[src/sv/eta_phi_grid_accumulator_defines.svh]
// Assertion macros shared by the eta-phi grid accumulator modules.
`ifndef ETA_PHI_GRID_ACCUMULATOR_DEFINES_SVH
`define ETA_PHI_GRID_ACCUMULATOR_DEFINES_SVH

// Property that must hold at every clock edge outside reset.
`define EPGA_ASSERT(lbl, prop, msg) \
  lbl: assert property (@(posedge clk_i) disable iff (!rst_ni) prop) \
    else $error(msg);

// Condition that must never be true outside reset.
`define EPGA_NEVER(lbl, cond, msg) \
  lbl: assert property (@(posedge clk_i) disable iff (!rst_ni) !(cond)) \
    else $error(msg);

`endif

[src/sv/epga_pkg.sv]
// Types, constants and codes of the eta-phi grid accumulator.
package epga_pkg;

  localparam int unsigned MaxEtaCellsDef  = 64;
  localparam int unsigned MaxPhiCellsDef  = 64;
  localparam int unsigned MaxConeStepsDef = 15;

  localparam int unsigned CfgIdxW  = 2;
  localparam int unsigned CfgDataW = 15;

  localparam logic [14:0] EtaMaxRst   = 15'd10240;
  localparam logic [6:0]  CellsRst    = 7'd64;
  localparam logic        PhiURangeRst = 1'b1;

  // 2*pi as a Q16 fraction, and ten times that for the phi step divisor
  localparam int unsigned TwoPiQ16 = 411775;
  localparam int unsigned SpDen    = 4117750;

  // Divider widths: dividend, divisor, quotient
  localparam int unsigned DivNW = 29;
  localparam int unsigned DivDW = 23;
  localparam int unsigned DivQW = 8;

  // Signed eta bin of the query center, with saturation marks
  localparam int unsigned QW = 10;
  localparam logic signed [QW-1:0] QSatPos = 10'sd256;
  localparam logic signed [QW-1:0] QSatNeg = -10'sd257;

  typedef enum logic [1:0] {
    MODE_DEPOSIT = 2'd0,
    MODE_CONE    = 2'd1,
    MODE_CLEAR   = 2'd2
  } mode_e;

  typedef enum logic [1:0] {
    CFG_ETA_MAX    = 2'd0,
    CFG_ETA_CELLS  = 2'd1,
    CFG_PHI_CELLS  = 2'd2,
    CFG_PHI_URANGE = 2'd3
  } cfg_idx_e;

  typedef enum logic [1:0] {
    DIV_ETA = 2'd0,
    DIV_SE  = 2'd1
  } div_sel_e;

  typedef struct packed {
    logic [1:0]         mode;
    logic [23:0]        energy;
    logic signed [15:0] eta;
    logic [15:0]        phi;
    logic [14:0]        cone_radius;
  } epga_in_t;

  typedef struct packed {
    logic        accepted;
    logic [11:0] cell_index;
    logic [41:0] cone_energy;
  } epga_res_t;

  typedef struct packed {
    logic     load;
    logic     prep;
    logic     div_start;
    div_sel_e div_sel;
    logic     dep_rd;
    logic     dep_wr;
    logic     align_step;
    logic     scan_init;
    logic     scan_step;
    logic     drain;
    logic     clr_step;
  } epga_cmd_t;

  typedef struct packed {
    logic [1:0] mode;
    logic       div_done;
    logic       align_zero;
    logic       scan_last;
    logic       clr_last;
  } epga_stat_t;

endpackage

[src/sv/epga_ctrl.sv]
// Controller state machine sequencing deposits, cone queries and clears.
`include "eta_phi_grid_accumulator_defines.svh"
module epga_ctrl import epga_pkg::*; (
  input  logic       clk_i,
  input  logic       rst_ni,
  input  logic       start_i,
  input  epga_stat_t stat_i,
  output epga_cmd_t  cmd_o,
  output logic       busy_o,
  output logic       done_o
);

  typedef enum logic [13:0] {
    S_INIT     = 14'h0001,
    S_IDLE     = 14'h0002,
    S_PREP     = 14'h0004,
    S_CLEAR    = 14'h0008,
    S_ETA_GO   = 14'h0010,
    S_ETA_WAIT = 14'h0020,
    S_SE_GO    = 14'h0040,
    S_SE_WAIT  = 14'h0080,
    S_ALIGN    = 14'h0100,
    S_SCAN     = 14'h0200,
    S_DRAIN    = 14'h0400,
    S_DEP_RD   = 14'h0800,
    S_DEP_WR   = 14'h1000,
    S_DONE     = 14'h2000
  } state_e;

  state_e state_q, state_d;

  always_ff @(posedge clk_i or negedge rst_ni) begin
    if (!rst_ni) begin
      state_q <= S_INIT;
    end else begin
      state_q <= state_d;
    end
  end

  // Next state and commands
  always_comb begin
    cmd_o   = '0;
    state_d = state_q;
    case (state_q)
      S_INIT: begin
        cmd_o.clr_step = 1'b1;
        if (stat_i.clr_last) state_d = S_IDLE;
      end
      S_IDLE: begin
        if (start_i) begin
          cmd_o.load = 1'b1;
          state_d    = S_PREP;
        end
      end
      S_PREP: begin
        cmd_o.prep = 1'b1;
        case (stat_i.mode)
          MODE_DEPOSIT, MODE_CONE: state_d = S_ETA_GO;
          MODE_CLEAR:              state_d = S_CLEAR;
          default:                 state_d = S_DONE;
        endcase
      end
      S_CLEAR: begin
        cmd_o.clr_step = 1'b1;
        if (stat_i.clr_last) state_d = S_DONE;
      end
      S_ETA_GO: begin
        cmd_o.div_start = 1'b1;
        cmd_o.div_sel   = DIV_ETA;
        state_d         = S_ETA_WAIT;
      end
      S_ETA_WAIT: begin
        if (stat_i.div_done) begin
          state_d = (stat_i.mode == MODE_DEPOSIT) ? S_DEP_RD : S_SE_GO;
        end
      end
      S_SE_GO: begin
        cmd_o.div_start = 1'b1;
        cmd_o.div_sel   = DIV_SE;
        state_d         = S_SE_WAIT;
      end
      S_SE_WAIT: begin
        if (stat_i.div_done) state_d = S_ALIGN;
      end
      S_ALIGN: begin
        if (stat_i.align_zero) begin
          cmd_o.scan_init = 1'b1;
          state_d         = S_SCAN;
        end else begin
          cmd_o.align_step = 1'b1;
        end
      end
      S_SCAN: begin
        cmd_o.scan_step = 1'b1;
        if (stat_i.scan_last) state_d = S_DRAIN;
      end
      S_DRAIN: begin
        cmd_o.drain = 1'b1;
        state_d     = S_DONE;
      end
      S_DEP_RD: begin
        cmd_o.dep_rd = 1'b1;
        state_d      = S_DEP_WR;
      end
      S_DEP_WR: begin
        cmd_o.dep_wr = 1'b1;
        state_d      = S_DONE;
      end
      S_DONE: state_d = S_IDLE;
      default: state_d = S_IDLE;
    endcase
  end

  assign busy_o = (state_q != S_IDLE);
  assign done_o = (state_q == S_DONE);

  `EPGA_ASSERT(a_done_single, done_o |=> !done_o, "result strobe longer than one cycle")
  `EPGA_ASSERT(a_accept_busy, (start_i && !busy_o) |=> busy_o, "accepted item did not raise busy")
  `EPGA_ASSERT(a_done_in_item, done_o |-> busy_o, "result strobe outside an item")

endmodule
[config.mk]
export PLATFORM = sky130hd
export DESIGN_NAME = epga_ctrl
export DESIGN_NICKNAME = d
export VERILOG_FILES = /design/src/sv/epga_pkg.sv /design/src/sv/epga_ctrl.sv
export VERILOG_INCLUDE_DIRS = /design/src /design/src/sv
export SDC_FILE = /design/constraint.sdc
export NUM_CORES = 1
export LEC_CHECK = 0
export BUFFER_PORTS_ARGS = -buffer_cell sky130_fd_sc_hd__buf_2
export CORE_MARGIN = 4
export CORE_UTILIZATION = 50
export CTS_BUF_LIST = sky130_fd_sc_hd__clkbuf_8
export DETAILED_ROUTE_END_ITERATION = 10
export HOLD_SLACK_MARGIN = 0.06
export PLACE_DENSITY = 0.78
export RECOVER_POWER = 100
export SLEW_MARGIN = 10
export SYNTH_ARGS = -nofsm -noshare
export SYNTH_HDL_FRONTEND = slang
export SYNTH_SLANG_ARGS = --single-unit
[constraint.sdc]
create_clock -name clk_i -period 2.5 [get_ports clk_i]
set_input_delay 0.625 -clock clk_i [delete_from_list [all_inputs] [get_ports clk_i]]
set_output_delay 0.625 -clock clk_i [all_outputs]
set_load 0.02 [all_outputs]
* Word level (Yosys, flattened, before mapping)
Cells that the tools add are included.
** Operators by class
- $lt $le $gt $ge :: 0
- Shift-type cells :: 0
- Add/sub/neg operators :: 0
- Reduce and logical (&&, ||, !) cells :: 5
- $mul :: 0
- Equal/unequal tests :: 24
- Bitwise gates (word level) :: 0
- Div/mod/pow operators :: 0
- Multiplexer cells :: 22
** Operator list (number)
- one-hot mux 14 bit (12 select lines) :: 1
- two-way mux 14 bit :: 7
- one-hot mux 14 bit (2 select lines) :: 1
- equality test 14 x 1 -> 1 bit, second input constant :: 1
- equality test 14 x 10 -> 1 bit, second input constant :: 1
- equality test 14 x 11 -> 1 bit, second input constant :: 1
- equality test 14 x 12 -> 1 bit, second input constant :: 1
- equality test 14 x 13 -> 1 bit, second input constant :: 1
- equality test 14 bit, second input constant :: 1
- equality test 14 x 2 -> 1 bit, second input constant :: 1
- equality test 14 x 3 -> 1 bit, second input constant :: 1
- equality test 14 x 4 -> 1 bit, second input constant :: 1
- equality test 14 x 5 -> 1 bit, second input constant :: 1
- equality test 14 x 6 -> 1 bit, second input constant :: 1
- equality test 14 x 7 -> 1 bit, second input constant :: 1
- equality test 14 x 8 -> 1 bit, second input constant :: 1
- equality test 14 x 9 -> 1 bit, second input constant :: 1
- != test 14 x 2 -> 1 bit, second input constant :: 1
- != test 2 bit, second input constant :: 7
- two-way mux 12 bit :: 1
- two-way mux 1 bit :: 10
- AND reduction 7 bit :: 1
- one-hot mux 3 bit (2 select lines) :: 1
- OR reduction 2 bit :: 3
- other kinds (4) :: 4
** Storage, ports and cells
- Output and inout bits :: 14
- Memories :: 0
- Latch bits :: 0
- Bits of input ports :: 9
- Memory bits (writable) :: 0
- Register bits after elaboration :: 14
- Memory bits (read-only) :: 0

* Logic depth before layout (Yosys ltp)
Gate-level depths: netlist of the first run.
- Depth in word-level cells :: 4
- Depth in mapped cells :: 6
- Gate-level depth less buffers :: 5

* Worst setup path before layout of the first run
Ideal clock, no wire load.
- Path type :: register to output
- From :: register state_q[5]
- To :: output port cmd_o[0] in the netlist's numbering
- Buffers on the path :: 1
- Cell stages (with the launch flop) :: 6
- Data arrival time :: 1.934 ns
- Slack :: -0.059 ns
- Cells stage by stage :: dfrtp_1 -> buf_2 -> or4_1 -> nor4_2 -> and2b_1 -> a21boi_0
** RTL lines
- from (decl) :: RTL line epga_ctrl.sv:30 : state_e state_q, state_d;
- from (signal assigned) :: RTL line epga_ctrl.sv:36 : state_q <= state_d;
- to (decl) :: RTL line epga_ctrl.sv:8 : output epga_cmd_t cmd_o,

==> results of run 1 <==
## power breakdown
part,internal [mW],switching [mW],total [mW],leakage [nW]
Clock,0.140,0.0870,0.227,0.0288
Sequential,0.252,0.0179,0.270,0.188
Combinational,0.382,0.408,0.790,0.501
Total,0.774,0.513,1.29,0.718
## per-layer routing
layer	up-vias	GRT usage, %	routed length, um
li1	463	-	-
met1	479	25.5	1240
met2	25	37.5	1460
met3	8	6.02	113
met4	0	9.17	68
met5	-	0	0
## Yosys cell counts (2+ instances only)
cell type,n,area [um^2]
nor2_1,14,52.6
dfrtp_1,13,325
nand2b_1,5,31.3
and3_1,4,25.0
and4b_1,4,40.0
nor3_1,4,20.0
nand2_1,3,11.3
nor4_1,3,18.8
a211oi_1,2,15.0
a21o_1,2,15.0
inv_1,2,7.51
nand3_1,2,10.0
nand4b_1,2,17.5
nor3b_1,2,15.0
or2_2,2,12.5
or4_4,2,22.5
xor2_1,2,17.5
## critical path: stages (launching register included)
cell and delay (ps):
dfrtp_1 400, or4_4 580, nor4_4 290, and2b_1 190
a21boi_2 200, buf_6 140
## final cells by class
type	instances	share of cell area (%)
Clock buffer	4	3.76
Inverter	2	0.513
Multi-Input combinational cell	78	45.0
Sequential cell	14	24.0
Tap cell	25	2.14
Timing Repair Buffer	47	24.6
## path summary, 6_finish.rpt
| kind | endpoint | slack [ps] | cells after the start |
|---|---|---|---|
| worst min-delay path | state_q[12] | 410 | 1 |
| worst max register to register | state_q[13] | 250 | 7 |
| worst max-delay path | cmd_o[0] | -170 | 5 |
| max in group asynchronous | state_q[13] | 1600 | 1 |
| min in group clk_i | state_q[0] | 540 | 1 |
| worst min register to register | state_q[0] | 540 | 1 |
## kinds of logic after synthesis
family	count (synthesis)	synth area share, %
other cells	1	0.391
flops	14	36.6
compound gates	15	14.7
mux	1	1.17
simple gates	58	41.7
buf+inv	5	2.61
xor+xnor	3	2.74
## repair_timing
item                       4_1_cts  5_1_grt
setup endpoints to repair       11       12
setup buffers                    8        6
hold endpoints to repair         0        0
resized for setup               15       21
pin swaps                        3        7
## per-stage QoR
step / instance area [um^2] / TNS [ps] / hold slack (ps) / worst slack, ps / utilization, %
6_report: 1460 / -410 / 409 / -167 / 82.9
5_1_grt: 1460 / -913 / 484 / -223 / 82.9
4_1_cts: 1340 / -228 / 264 / -80.2 / 76.0
3_5_place_dp: 1170 / 0 / 526 / 109 / 66.4
3_3_place_gp: 1170 / 0 / 523 / 138 / 66.4
2_1_floorplan: 962 / 0 / 329 / 39.8 / -
==> results.txt, run 1 <==
----------------------------------------------------
[Critical path]
  Max Fanout on Critical Path ... 3
  Worst path required time ... 1880 ps
  Start point of the critical path ... state_q[8]
  CP endpoint kind ... primary output
  Arrival time of data at the critical path endpoint ... 2040 ps
  Kind of start point of the critical path ... flip-flop
  Reg-to-Reg Start ... state_q[3]
  Worst setup path category ... flip-flop to primary output

[Timing]
  Max-slew headroom at the worst pin ... 49.6%
  Share of the clock period used by the worst path ... 107%
  Worst Clk Skew ... 10.1 ps
  RSZ-0062 raised after global routing ... true
  Crit path setup slack, layout ... -167 ps
  Finish-stage setup viols ... 7
  Crit path time final ... 2670 ps
  Number of slew-limit violations in the final report ... 0
  Peak clock frequency supported by timing ... 0.375 GHz
  Tightest Pin Transition ... 756 ps
  Hold Fails Final Rpt ... 0

[Global routing]
  Residual overflow from global routing ... 0
  Number of global-route vias before repair ... 971
  Initial antenna violation count ... 0
  Global-route wire length before repair ... 4.26 mm
  Largest net degree at the start of global routing ... 15
  GR Util All Layers ... 21.9%

[Floorplanning]
  Horizontal extent of the die ... 51.8 um
  Initial standard-cell utilization of the core ... 54.4%
  Area of the die ... 2680 um^2
  Floorplan row count ... 15
  Core area ... 1760 um^2
  Count of boundary I/O pins ... 23
  Vertical die dimension ... 51.8 um

[Power and ir drop]
  Pwr/cell area ... 879 nW/um^2
  Max rail drop VDD ... 0.000647 V
  Leakage power ... 0.718 nW
  Overall power ... 1.29 mW

[Cells and area]
  Final-layout fill cell count ... 115
  Register area ... 352 um^2
  Net count, final ... 155
  Biggest register ... state_q
  Fraction of final layout cells with drive strength greater than 1 ... 51.0%
  Leading cell types in the layout, fill and taps excluded ... 25 x buf_4, 13 x dfrtp_1, 11 x buf_2
  Largest registers ... state_q x14
  Most common cell after layout, fill and taps aside ... buf_4
  Final std cells w/o fill ... 170
  P&R area growth vs syn ... 52.4%
  Number of flip-flops in the largest register ... 14
  Antenna cell count ... 0
  Area of the multi-input gates ... 658 um^2

[Clock network]
  CTS tree ... yes
  Clk sink count ... 14
  Root Buffer ... clkbuf_8
  Register clock-pin slew on the reported worst setup and hold paths ... 70 ps
  Number of clock buffers inserted by TritonCTS ... 3
  Worst-Skew Late Latency ... 250 ps
  Clock H-tree levels ... 1
  Number of hold buffers added after CTS ... 0
  Clk buf depth ... 2

[Route]
  Count of antenna-violating nets left after detailed routing ... 0
  Routed wire length ... 2.88 mm
  Number of violations reported at the end of detailed-routing iteration 0 ... 18
  Routed wire length per instance ... 17.0 um
  Total DRC errors in the routed layout ... 0
  Pre-antenna DRT Iters ... 4
  Vias per std cell ... 5.74
  Total vias in the final route ... 975

[Yosys]
  Mean post-synth cell area ... 9.89 um^2
  Syn nets ... 106
  Seq/Total Area, Yosys ... 36.6%
  Gate count of the mapped netlist ... 97
  Cell area after synthesis ... 960 um^2
  Number of enable flip-flop cells after synthesis ... 0
  Most instantiated flip-flop cell in the synthesis netlist ... dfrtp_1
  Number of unique standard cell types used by synthesis ... 46
  Share of flip-flops with an asynchronous set or reset ... 100%
  Warning count from the yosys run ... 0
  Flops & latches, synth ... 14

[Run]
  Max-cap viol count ... 0

[Min path]
  Hold crit path type ... primary input to asynchronous set/reset pin

[Placed design]
  GP Congestion ... 0.897
  Placed cell count ... 152
  Detailed Place HPWL ... 1.81 mm
  Port buffer count ... 21

[Run status]
  Run status ... complete, but fails checks
  Violated checks ... setup timing

----------------------------------------------------
Power figures use the tool's default switching activity.
==> run 2, diff against run 1 <==
--- a/config.mk
+++ b/config.mk
@@ -8,11 +8,11 @@
 export LEC_CHECK = 0
 export BUFFER_PORTS_ARGS = -buffer_cell sky130_fd_sc_hd__buf_2
 export CORE_MARGIN = 4
-export CORE_UTILIZATION = 50
+export CORE_UTILIZATION = 25
 export CTS_BUF_LIST = sky130_fd_sc_hd__clkbuf_8
 export DETAILED_ROUTE_END_ITERATION = 10
 export HOLD_SLACK_MARGIN = 0.06
-export PLACE_DENSITY = 0.78
+export PLACE_DENSITY = 0.48
 export RECOVER_POWER = 100
 export SLEW_MARGIN = 10
 export SYNTH_ARGS = -nofsm -noshare
==> constraint.sdc (replaced) <==
create_clock -name clk_i -period 2.2 [get_ports clk_i]
set_input_delay 0.55 -clock clk_i [delete_from_list [all_inputs] [get_ports clk_i]]
set_output_delay 0.55 -clock clk_i [all_outputs]
set_load 0.02 [all_outputs]
==> run 2 against run 1 <==
The flow still finishes with violations (setup timing). Clock power rose by 12%. First-iteration DRC count rose by 56%. Sequential power rose by 12%. Count of clock-buffer cells in the layout did not move. Cell count rose by 21%. Global-route usage fell by 10 points. Final area rose by 13%. Die area rose by 82%. Flip-flop and latch count did not move. Routed wire length rose by 0.80%. Highest routed layer unchanged.
==> results.txt, run 2 (synthesis results as in run 1) <==
----------------------------------------------------
[Run status]
  Run status ... complete, but fails checks (unchanged)
  Violated checks ... setup timing (unchanged)

[Clock network]
  Root Buffer ... clkbuf_8 (unchanged)
  Worst-Skew Late Latency ... 240 ps (was 250 ps)
  Number of clock buffers inserted by TritonCTS ... 3 (unchanged)
  CTS tree ... yes (unchanged)
  Clock H-tree levels ... 1 (unchanged)
  Register clock-pin slew on the reported worst setup and hold paths ... 60 ps (was 70 ps)
  Clk sink count ... 14 (unchanged)
  Clk buf depth ... 2 (unchanged)
  Number of hold buffers added after CTS ... 0 (unchanged)

[Route]
  Routed wire length per instance ... 14.2 um (was 17.0 um)
  Vias per std cell ... 4.83 (was 5.74)
  Number of violations reported at the end of detailed-routing iteration 0 ... 28 (was 18)
  Pre-antenna DRT Iters ... 4 (unchanged)
  Count of antenna-violating nets left after detailed routing ... 0 (unchanged)
  Total vias in the final route ... 991 (was 975)
  Routed wire length ... 2.91 mm (was 2.88 mm)
  Total DRC errors in the routed layout ... 0 (unchanged)

[Power and ir drop]
  Internal cell power ... 1.01 mW (was 0.774 mW)
  Share of power burned in the clock network ... 15.5% (was 17.6%)
  Switching share of total power ... 38.5% (was 39.9%)
  Pwr/cell area ... 995 nW/um^2 (was 879 nW/um^2)
  Leakage power ... 0.794 nW (was 0.718 nW)
  Switching power summed over all nets ... 0.632 mW (was 0.513 mW)
  Sequential group share of total power ... 18.4% (was 21.0%)
  Max rail drop VDD ... 0.000444 V (was 0.000647 V)
  Comb power frac ... 66.1% (was 61.4%)

[Critical path]
  Flop2flop setup slack ... 90 ps (was 250 ps)
  Max Fanout on Critical Path ... 3 (unchanged)
  Stage delay of the slowest cell on the critical path ... 580 ps (about the same)
  Slowest library cell on the worst path ... or4_4 (unchanged)
  Worst path required time ... 1650 ps (was 1880 ps)
  Count of buffer and inverter cells on the critical path ... 1 (unchanged)
  Arrival time of data at the critical path endpoint ... 1970 ps (was 2040 ps)
  Worst setup path category ... flip-flop to primary output (unchanged)
  CP endpoint kind ... primary output (unchanged)
  Kind of start point of the critical path ... flip-flop (unchanged)
  CP cell instances ... or4_4, nor4_4, and2b_1, a21boi_4, buf_6 (was or4_4, nor4_4, and2b_1, a21boi_2, buf_6)
  Gate family responsible for the most delay along the worst path ... simple AND/OR/NAND/NOR gates (unchanged)

[Floorplanning]
  Core area ... 3690 um^2 (was 1760 um^2)
  Count of boundary I/O pins ... 23 (unchanged)
  Vertical die dimension ... 70.0 um (was 51.8 um)
  Initial standard-cell utilization of the core ... 26.0% (was 54.4%)
  Area of the die ... 4890 um^2 (was 2680 um^2)
  Horizontal extent of the die ... 70.0 um (was 51.8 um)
  Floorplan row count ... 22 (was 15)

[Global routing]
  GR Util All Layers ... 11.7% (was 21.9%)
  Initial antenna violation count ... 0 (unchanged)
  Largest net degree at the start of global routing ... 15 (unchanged)
  Number of global-route vias before repair ... 983 (was 971)
  Residual overflow from global routing ... 0 (unchanged)
  Global-route wire length before repair ... 4.63 mm (was 4.26 mm)

[Timing]
  Number of slew-limit violations in the final report ... 0 (unchanged)
  Peak clock frequency supported by timing ... 0.397 GHz
  RSZ-0062 raised after global routing ... true (unchanged)
  Crit path time final ... 2520 ps
  Crit path setup slack, layout ... -321 ps (was -167 ps)
  Max-slew headroom at the worst pin ... 43.9% (was 49.6%)
  Hold Fails Final Rpt ... 0 (unchanged)
  Tightest Pin Transition ... 842 ps (was 756 ps)
  Worst Clk Skew ... 0.574 ps (was 10.1 ps)
  Finish-stage setup viols ... 13 (was 7)
  Share of the clock period used by the worst path ... 115%

[Cells and area]
  Largest registers ... state_q x14 (unchanged)
  Area of the multi-input gates ... 689 um^2 (was 658 um^2)
  P&R area growth vs syn ... 72.0% (was 52.4%)
  Register area ... 352 um^2 (unchanged)
  Biggest register ... state_q (unchanged)
  Most common cell after layout, fill and taps aside ... buf_4 (unchanged)
  Number of flip-flops in the largest register ... 14 (unchanged)
  Net count, final ... 167 (was 155)
  Final std cells w/o fill ... 205 (was 170)
  Fraction of final layout cells with drive strength greater than 1 ... 56.1% (was 51.0%)
  Leading cell types in the layout, fill and taps excluded ... 36 x buf_4, 14 x buf_6, 13 x dfrtp_1 (was 25 x buf_4, 13 x dfrtp_1, 11 x buf_2)
  Final-layout fill cell count ... 357 (was 115)
  Antenna cell count ... 0 (unchanged)

[Placed design]
  Detailed Place HPWL ... 2.10 mm (was 1.81 mm)
  Worst Setup Slack post-DPL ... -101 ps (was 109 ps)
  Port buffer count ... 21 (unchanged)
  GP Congestion ... 0.797 (was 0.897)
  Placed cell count ... 187 (was 152)

[Min path]
  Hold crit path type ... primary input to asynchronous set/reset pin (unchanged)

[Run]
  Max-cap viol count ... 0 (unchanged)

----------------------------------------------------
-- run 2: timing repair --
action / CTS / global route
pin swaps: 13 / 9
setup endpoints to repair: 13 / 18
gates resized for setup: 24 / 15
buffers inserted: 9 / 5
-- run 2: per-stage QoR --
step	TNS [ps]	hold WS, ps	instance area [um^2]	total power, mW	utilization, %
finish	-2630	383	1650	1.64	44.7
global route	-3520	451	1650	1.75	44.7
detailed placement	-323	478	1340	1.10	36.3
floorplan	-90.7	254	1010	0.803	-
global placement	-234	478	1340	1.09	36.3
CTS	-2710	216	1550	1.55	42.0
-- run 2: worst paths after layout --
path / startpoint / endpoint / depth (start not counted)
worst max-delay path: state_q[8] / cmd_o[0] / 5
worst min-delay path: rst_ni / state_q[12] / 1
worst max register to register: state_q[2] / state_q[13] / 7
worst min register to register: state_q[3] / state_q[3] / 2
max in group asynchronous: rst_ni / state_q[5] / 1
min in group clk_i: stat_i[4] / state_q[3] / 2
-- run 2: power by group through the flow --
stage / Sequential, mW / Clock, mW / Combinational [mW]
3_3_place_gp: 0.306 / 0 / 0.788
2_1_floorplan: 0.330 / 0 / 0.473
4_1_cts: 0.303 / 0.263 / 0.982
6_report: 0.303 / 0.254 / 1.08
3_5_place_dp: 0.308 / 0 / 0.791
5_1_grt: 0.306 / 0.277 / 1.16
-- run 2: layout make-up --
class                      count  share of cell area (%)
multi-input combinational     78                    41.8
tap                           48                    3.64
timing repair buffer          59                    29.5
clock buffer                   4                    3.34
inverter                       2                   0.455
sequential                    14                    21.3
-- run 2: layer usage --
layer | up-vias | share of wire (%) | GRT usage [%]
met2 | 29 | 48 | 18.5
met4 | 0 | 0.58 | 3.83
met3 | 2 | 4.8 | 3.31
li1 | 487 | - | -
met5 | - | 0 | 0
met1 | 473 | 47 | 15.2
-- run 2: worst register-to-register path: cells and delay by family (launching register included) --
family / cells / cell delay [ps]
and+or+nand+nor: 3 / 920
DFF: 1 / 380
AOI/OAI and AO/OA: 2 / 360
buffers and inverters: 2 / 350
